File: config.mk
export PLATFORM = sky130hd
export DESIGN_NAME = tmv_ctrl
export DESIGN_NICKNAME = d
export VERILOG_FILES = /design/src/design/tmv_pkg.sv /design/src/design/tmv_ctrl.sv
export SDC_FILE = /design/constraint.sdc
export NUM_CORES = 1
export LEC_CHECK = 0
export BUFFER_PORTS_ARGS = -buffer_cell sky130_fd_sc_hd__buf_2
export CORE_ASPECT_RATIO = 0.7
export CORE_MARGIN = 2
export CORE_UTILIZATION = 45
export CTS_BUF_LIST = sky130_fd_sc_hd__clkbuf_2 sky130_fd_sc_hd__clkbuf_4 sky130_fd_sc_hd__clkbuf_8
export DETAILED_ROUTE_END_ITERATION = 10
export PLACE_DENSITY = 0.75
export SLEW_MARGIN = 15
export SYNTH_ARGS = -nofsm -noshare
export SYNTH_HDL_FRONTEND = slang
export SYNTH_SLANG_ARGS = --single-unit
File: constraint.sdc
create_clock -name i_clk -period 2.7 [get_ports i_clk]
set_clock_uncertainty 0.1 [all_clocks]
set_input_delay 0.405 -clock i_clk [delete_from_list [all_inputs] [get_ports i_clk]]
set_output_delay 0.405 -clock i_clk [all_outputs]
set_load 0.02 [all_outputs]
File: src/design/tmv_pkg.sv
// Shared types and constants for the transposed matrix-vector product.
// No dependencies.
package tmv_pkg;

    localparam int unsigned IN_W   = 16;
    localparam int unsigned PROD_W = 32;
    localparam int unsigned SUM_W  = 48;
    localparam int unsigned IDX_W  = 10;
    localparam int unsigned SIZE_W = 11;
    localparam int unsigned S_TDATA_W = 32;
    localparam int unsigned M_TDATA_W = 64;
    localparam int unsigned M_PAD_W   = M_TDATA_W - SUM_W - IDX_W;
    localparam int unsigned RESET_SIZE = 64;

    typedef struct packed {
        logic first_row;
        logic emit;
        logic last_col;
    } t_step_ctl;

endpackage

File: src/design/tmv_ctrl.sv
// Row and column sequencer with the matrix size register.
// Depends on tmv_pkg.
module tmv_ctrl #(
    parameter int unsigned MAX_SIZE = 1024,
    parameter int unsigned IW       = 10
) (
    input  logic                        i_clk,
    input  logic                        i_rst_n,
    input  logic                        i_cfg_we,
    input  logic [tmv_pkg::SIZE_W-1:0]  i_cfg_data,
    input  logic                        i_adv,
    output logic [IW-1:0]               o_col,
    output tmv_pkg::t_step_ctl          o_ctl
);
    import tmv_pkg::*;

    localparam int unsigned RESET_LAST =
        (RESET_SIZE < MAX_SIZE) ? RESET_SIZE - 1 : MAX_SIZE - 1;

    logic [IW-1:0] r_last, n_last;
    logic [IW-1:0] r_row, n_row;
    logic [IW-1:0] r_col, n_col;

    always_comb begin
        n_last = r_last;
        n_row  = r_row;
        n_col  = r_col;
        if (i_cfg_we) begin
            if (i_cfg_data == '0) begin
                n_last = '0;
            end else if (32'(i_cfg_data) > MAX_SIZE) begin
                n_last = IW'(MAX_SIZE - 1);
            end else begin
                n_last = IW'(32'(i_cfg_data) - 32'd1);
            end
            n_row = '0;
            n_col = '0;
        end else if (i_adv) begin
            if (r_col == r_last) begin
                n_col = '0;
                n_row = (r_row == r_last) ? '0 : r_row + IW'(1);
            end else begin
                n_col = r_col + IW'(1);
            end
        end
    end

    always_ff @(posedge i_clk) begin
        if (!i_rst_n) begin
            r_last <= IW'(RESET_LAST);
            r_row  <= '0;
            r_col  <= '0;
        end else begin
            r_last <= n_last;
            r_row  <= n_row;
            r_col  <= n_col;
        end
    end

    assign o_col          = r_col;
    assign o_ctl.first_row = (r_row == '0);
    assign o_ctl.emit      = (r_row == r_last);
    assign o_ctl.last_col  = (r_col == r_last);

endmodule

# Yosys cells after proc, flatten, opt, wreduce, memory -nomap -nowiden
# Cells that the tools add are included.
dict set report classes {
  n_addsub 3
  order_cmp 1
  eq_ne 2
  mux 4
  n_bitwise 1
  n_reduce_logical 4
}
# cell n
set ops {}
lappend ops {{$mux 10} 4}
lappend ops {{$add 10x1->10 const B} 2}
lappend ops {{$eq 10x10->1} 2}
lappend ops {{$gt 11x11->1 const B} 1}
lappend ops {{$logic_not 11->1} 1}
lappend ops {{$logic_not 10->1} 1}
lappend ops {{$sub 10x1->10 const B} 1}
lappend ops {{$reduce_and 2->1} 1}
lappend ops {{$reduce_or 2->1} 1}
lappend ops {{$not 1->1} 1}
dict set report word_totals {
  ff_bits 30
  inputBits 15
  output_inout_bits 13
  wordCells 18
}

# Longest topological paths before layout
dict set report depth {
  word_depth 3
  ltp_mapped 8
  ltp_nobuf 7
}

# Worst setup path after synthesis
# Ideal clock, no wire load.
dict set report synth_timing {
  path_kind {input to register}
  startpoint {input i_cfg_data[0] (netlist name)}
  endpoint {register r_last[9]}
  setup_ns 0.123
  arrival_ns 1.816
  required_ns 2.477
  setup_slack_ns 0.662
  cell_stages 7
  path_buffers 1
  cell_sequence {inv_1 ha_1 or4b_1 buf_6 o32a_1 o211ai_1 a21boi_1}
}
dict set report synth_via {
  elab_chain_cells 3
  word_cells_on_any_way 5
  classes_between {add/sub: 1; order compare: 1; mux: 2; reduce/logical: 1}
}
# element line
set synth_lines {}
lappend synth_lines {{start: declaration} tmv_ctrl.sv:10} ;# input logic [tmv_pkg::SIZE_W-1:0] i_cfg_data,
lappend synth_lines {{$sub 10x1->10 or $gt 11x11->1 (tied branches)} {tmv_ctrl.sv:34, tmv_ctrl.sv:31}}
lappend synth_lines {{$mux 10} tmv_ctrl.sv:31} ;# end else if (32'(i_cfg_data) > MAX_SIZE) begin
lappend synth_lines {{$mux 10 *} tmv_ctrl.sv:29} ;# if (i_cfg_data == '0) begin
lappend synth_lines {{end signal: assignment} tmv_ctrl.sv:50} ;# r_last <= IW'(RESET_LAST);
lappend synth_lines {{end signal: assignment} tmv_ctrl.sv:54} ;# r_last <= n_last;
lappend synth_lines {{end: declaration} tmv_ctrl.sv:20} ;# logic [IW-1:0] r_last, n_last;
# Every way passes the cells marked *; elsewhere a longest branch is shown, timed or not.
# A chain may end at the register's enable or synchronous reset.

==> run_summary.xml <==
<?xml version="1.0" encoding="UTF-8"?>
<metrics>
  <group name="status">
    <metric name="run_status" unit="">finished clean</metric>
  </group>
  <group name="die">
    <metric name="die_w" unit="um">82.2</metric>
    <metric name="placement_rows" unit="">19</metric>
    <metric name="placeableCoreArea" unit="um^2">4020</metric>
    <metric name="initial_core_util" unit="">0.480</metric>
    <metric name="design.portCount" unit="">28</metric>
    <metric name="fp.dieH" unit="um">58.8</metric>
    <metric name="floorplan.die_area" unit="um^2">4830</metric>
  </group>
  <group name="drt">
    <metric name="drc" unit="">0</metric>
    <metric name="detail_route.first_pass.iterations" unit="">4</metric>
    <metric name="topRoutingLayerUsed" unit="">met4</metric>
    <metric name="vias" unit="">1818</metric>
    <metric name="first_iter_violations" unit="">131</metric>
    <metric name="route.met2.wl" unit="um">1820</metric>
    <metric name="drt-vias-per-instance" unit="">5.79</metric>
    <metric name="route.layer.met1.wl" unit="um">2270</metric>
    <metric name="routed-wl-met3" unit="um">318</metric>
    <metric name="drt_wl_total" unit="um">4470</metric>
    <metric name="wl_per_cell" unit="um">14.2</metric>
    <metric name="final_antenna_net_count" unit="">0</metric>
  </group>
  <group name="worst_setup_path">
    <metric name="path_class" unit="">flop to primary output</metric>
    <metric name="required" unit="ns">2.19</metric>
    <metric name="endpoint_of_the_most_critical_register_to_register_path" unit="">r_row[4]$_SDFFE_PP0P_</metric>
    <metric name="nature_of_the_critical_path_startpoint" unit="">flop</metric>
    <metric name="timing.reg2reg.worst_path_depth" unit="">6</metric>
    <metric name="category_of_the_worst_setup_path_capture_point" unit="">primary output</metric>
    <metric name="critPathLaunch" unit="">r_row[0]$_SDFFE_PP0P_</metric>
    <metric name="timing.reg2reg.setup_slack" unit="ns">0.59</metric>
    <metric name="cp.arrival" unit="ns">2.04</metric>
    <metric name="crit_path_end" unit="">o_ctl[1]</metric>
    <metric name="critical_path.max_fanout" unit="">10</metric>
    <metric name="r2r_start" unit="">r_row[0]$_SDFFE_PP0P_</metric>
  </group>
  <group name="clocking">
    <metric name="ctsResizeCount" unit="">0</metric>
    <metric name="clk_latency" unit="ns">0.29</metric>
    <metric name="tritoncts" unit="">yes</metric>
    <metric name="clkSinkCount" unit="">30</metric>
    <metric name="cts.hold.buffers_added" unit="">0</metric>
    <metric name="number_of_setup_buffers_added_after_cts" unit="">0</metric>
    <metric name="numCtsBuffers" unit="">5</metric>
    <metric name="cts.path.max_buffers" unit="">2</metric>
    <metric name="clkTransAtPathRegs" unit="ns">0.07</metric>
    <metric name="ctsRootBufferMaster" unit="">sky130_fd_sc_hd__clkbuf_8</metric>
    <metric name="cts-htree-levels" unit="">2</metric>
  </group>
  <group name="synthesis">
    <metric name="synth.ff_latch_count" unit="">30</metric>
    <metric name="postSynthCellCount" unit="">235</metric>
    <metric name="most_instantiated_library_cell_after_synthesis" unit="">sky130_fd_sc_hd__dfxtp_1</metric>
    <metric name="main_combinational_cell_family_by_area_after_synthesis" unit="">simple AND/OR/NAND/NOR gates</metric>
    <metric name="yosys-top-cells-count" unit="">sky130_fd_sc_hd__dfxtp_1 (30), sky130_fd_sc_hd__xor2_1 (25), sky130_fd_sc_hd__nand2_1 (17), sky130_fd_sc_hd__nand3_1 (15), sky130_fd_sc_hd__nor2_1 (15)</metric>
    <metric name="yosys.area.top_type_share" unit="">0.311</metric>
    <metric name="synth.area.mux_share" unit="">0.00519</metric>
    <metric name="syn-cell-area" unit="um^2">1930</metric>
    <metric name="top_cells_by_area_synth" unit="">sky130_fd_sc_hd__dfxtp_1 (31%), sky130_fd_sc_hd__xor2_1 (11%), sky130_fd_sc_hd__nand3_1 (3.9%)</metric>
    <metric name="syn_nets" unit="">254</metric>
    <metric name="syn_avg_cell_area" unit="um^2">8.20</metric>
    <metric name="adder_cell_share_of_the_synthesized_area" unit="">0.0428</metric>
    <metric name="synthXorXnorAreaFrac" unit="">0.136</metric>
    <metric name="synthesis.yosys.warnings" unit="">0</metric>
    <metric name="post_synth_num_cell_types" unit="">50</metric>
    <metric name="synth.largest_area_cell" unit="">sky130_fd_sc_hd__dfxtp_1</metric>
    <metric name="synth_edf_count" unit="">0</metric>
    <metric name="primary_ff_master_synth" unit="">sky130_fd_sc_hd__dfxtp_1</metric>
    <metric name="synth-seq-area-share" unit="">0.311</metric>
    <metric name="async_reset_ff_frac" unit="">0</metric>
    <metric name="synthSimpleGateAreaFrac" unit="">0.289</metric>
    <metric name="synth-compound-area-share" unit="">0.169</metric>
  </group>
  <group name="placed_design">
    <metric name="gp_routability_congestion" unit="">0.854</metric>
    <metric name="place_area" unit="um^2">2090</metric>
    <metric name="port_buffers" unit="">27</metric>
    <metric name="dp.final_hpwl" unit="um">3390</metric>
    <metric name="dpl.cell_count" unit="">306</metric>
  </group>
  <group name="layout">
    <metric name="area_delta_synth_final" unit="%">13.3</metric>
    <metric name="final_cells" unit="">314</metric>
    <metric name="antenna_cells_inserted" unit="">0</metric>
    <metric name="fillers" unit="">381</metric>
    <metric name="drive_above_1_share" unit="">0.183</metric>
    <metric name="fin_area" unit="um^2">2180</metric>
    <metric name="nets" unit="">280</metric>
    <metric name="final_core_util" unit="">0.544</metric>
  </group>
  <group name="timing">
    <metric name="number_of_failing_hold_endpoints_at_the_final_stage" unit="">0</metric>
    <metric name="worst-slew-pin-transition" unit="ns">0.537</metric>
    <metric name="timing.final.setup_violations" unit="">0</metric>
    <metric name="slew_headroom" unit="">0.642</metric>
    <metric name="drv_slew" unit="">0</metric>
    <metric name="timing.final.crit_period" unit="ns">2.54</metric>
    <metric name="final_min_period_over_clock_period" unit="">0.941</metric>
    <metric name="grt_setup_unrepaired" unit="">false</metric>
    <metric name="totalNegativeSetupSlack" unit="ns">0</metric>
    <metric name="fmax" unit="MHz">394</metric>
  </group>
  <group name="power">
    <metric name="irDropWorstVdd" unit="V">0.000254</metric>
    <metric name="power.density_cell_area" unit="nW/um^2">438</metric>
    <metric name="power.total" unit="mW">0.956</metric>
    <metric name="leakagePower" unit="nW">0.874</metric>
  </group>
  <group name="global_routing">
    <metric name="grt_antenna_before_repair" unit="">0</metric>
    <metric name="gr-usage-all-layers" unit="">0.206</metric>
    <metric name="grt_max_degree" unit="">22</metric>
    <metric name="grt_pass1_wl" unit="um">7590</metric>
    <metric name="grt-ovfl-total" unit="">0</metric>
    <metric name="first_global_vias" unit="">1616</metric>
  </group>
  <group name="min_path">
    <metric name="timing.hold.worst.class" unit="">primary input to flop</metric>
  </group>
  <group name="run">
    <metric name="max_capacitance_violation_count" unit="">0</metric>
  </group>
</metrics>
-- cells in the final DEF, fill, tap and decap left out, types with 2 or more instances in the layout --
master                      netlist  layout
sky130_fd_sc_hd__ha_1             4       4
sky130_fd_sc_hd__a2bb2oi_1        2       2
sky130_fd_sc_hd__nor3_1           7       7
sky130_fd_sc_hd__o21ai_0         14      14
sky130_fd_sc_hd__a21oi_1         14      14
sky130_fd_sc_hd__a32o_1           2       2
sky130_fd_sc_hd__a31oi_1          5       5
sky130_fd_sc_hd__maj3_2           2       2
sky130_fd_sc_hd__buf_2            1      27
sky130_fd_sc_hd__nand4b_1         3       3
sky130_fd_sc_hd__nand3_1         15      15
sky130_fd_sc_hd__xnor2_1          5       5
sky130_fd_sc_hd__nand4_1          6       6
sky130_fd_sc_hd__nor2b_1          2       2
sky130_fd_sc_hd__o21ai_1          2       2
sky130_fd_sc_hd__o2bb2ai_1        2       2
sky130_fd_sc_hd__and3_1           6       6
sky130_fd_sc_hd__nor4_1           5       5
sky130_fd_sc_hd__inv_1           12      12
sky130_fd_sc_hd__xor2_1          25      25
sky130_fd_sc_hd__nor2_1          15      15
sky130_fd_sc_hd__clkbuf_8         0       6
sky130_fd_sc_hd__nand2_1         17      17
sky130_fd_sc_hd__o221ai_1         2       2
sky130_fd_sc_hd__nor4_4           2       2
sky130_fd_sc_hd__nand3b_1         2       2
sky130_fd_sc_hd__dfxtp_1         30      30
sky130_fd_sc_hd__nand2b_1         3       3
sky130_fd_sc_hd__o211ai_1         3       3
-- flip-flops by register name (all words and copies together) (netlist names) --
signal	cells
o_col	10
r_row	10
r_last	10
-- cell type report --
class	count	area (um^2)	area share
multi-input cells	184	1240	0.568
clock buffers	7	90.1	0.0412
flip-flops and latches	30	601	0.275
repair buffers	27	135	0.0619
well taps	52	65.1	0.0298
clock inverters	1	5.00	0.00229
inverters	13	48.8	0.0223
-- how the worst min path moves through the flow --
stage / start / to / depth (start not counted)
after floorplan: r_last[9]$_SDFFE_PN0P_ / r_last[9]$_SDFFE_PN0P_ / 2
after global placement: r_last[9]$_SDFFE_PN0P_ / r_last[9]$_SDFFE_PN0P_ / 2
after detailed placement: o_col[1]$_SDFFE_PP0P_ / o_col[1]$_SDFFE_PP0P_ / 2
after CTS: i_rst_n / r_last[3]$_SDFFE_PN1P_ / 2
after global routing: i_rst_n / r_last[3]$_SDFFE_PN1P_ / 2
final: i_rst_n / r_last[3]$_SDFFE_PN1P_ / 2
-- per-stage QoR --
stage | setup WS, ns | hold WS (ns)
floorplan | 0.662 | 0.384
finish | 0.159 | 0.304
global route | 0.0568 | 0.312
CTS | 0.203 | 0.299
global placement | 0.429 | 0.430
detailed placement | 0.357 | 0.437
-- kinds of logic after synthesis --
logic type / Yosys count
compound gates: 52
buf+inv: 21
fa+ha+maj: 7
flops: 30
simple gates: 94
mux: 1
xor+xnor: 30
-- worst max-delay path: stages (launching register included) --
cell and delay [ns]:
sky130_fd_sc_hd__dfxtp_1 0.38, sky130_fd_sc_hd__xor2_1 0.19, sky130_fd_sc_hd__nor4_1 0.40, sky130_fd_sc_hd__nand4_2 0.35, sky130_fd_sc_hd__inv_2 0.23, sky130_fd_sc_hd__buf_2 0.19
-- metal layers --
layer  global-route usage  vias to the layer above
met2                0.272                       62
met5                    0                        -
li1                     -                      904
met3               0.0552                        9
met1                0.308                      843
met4               0.0952                        0
-- power breakdown --
part	switching, mW	internal, mW
clock	0.175	0.215
combinational	0.0594	0.0387
sequential	0.0145	0.453
total	0.249	0.707
No activity file was read; power rests on OpenSTA's default activity.
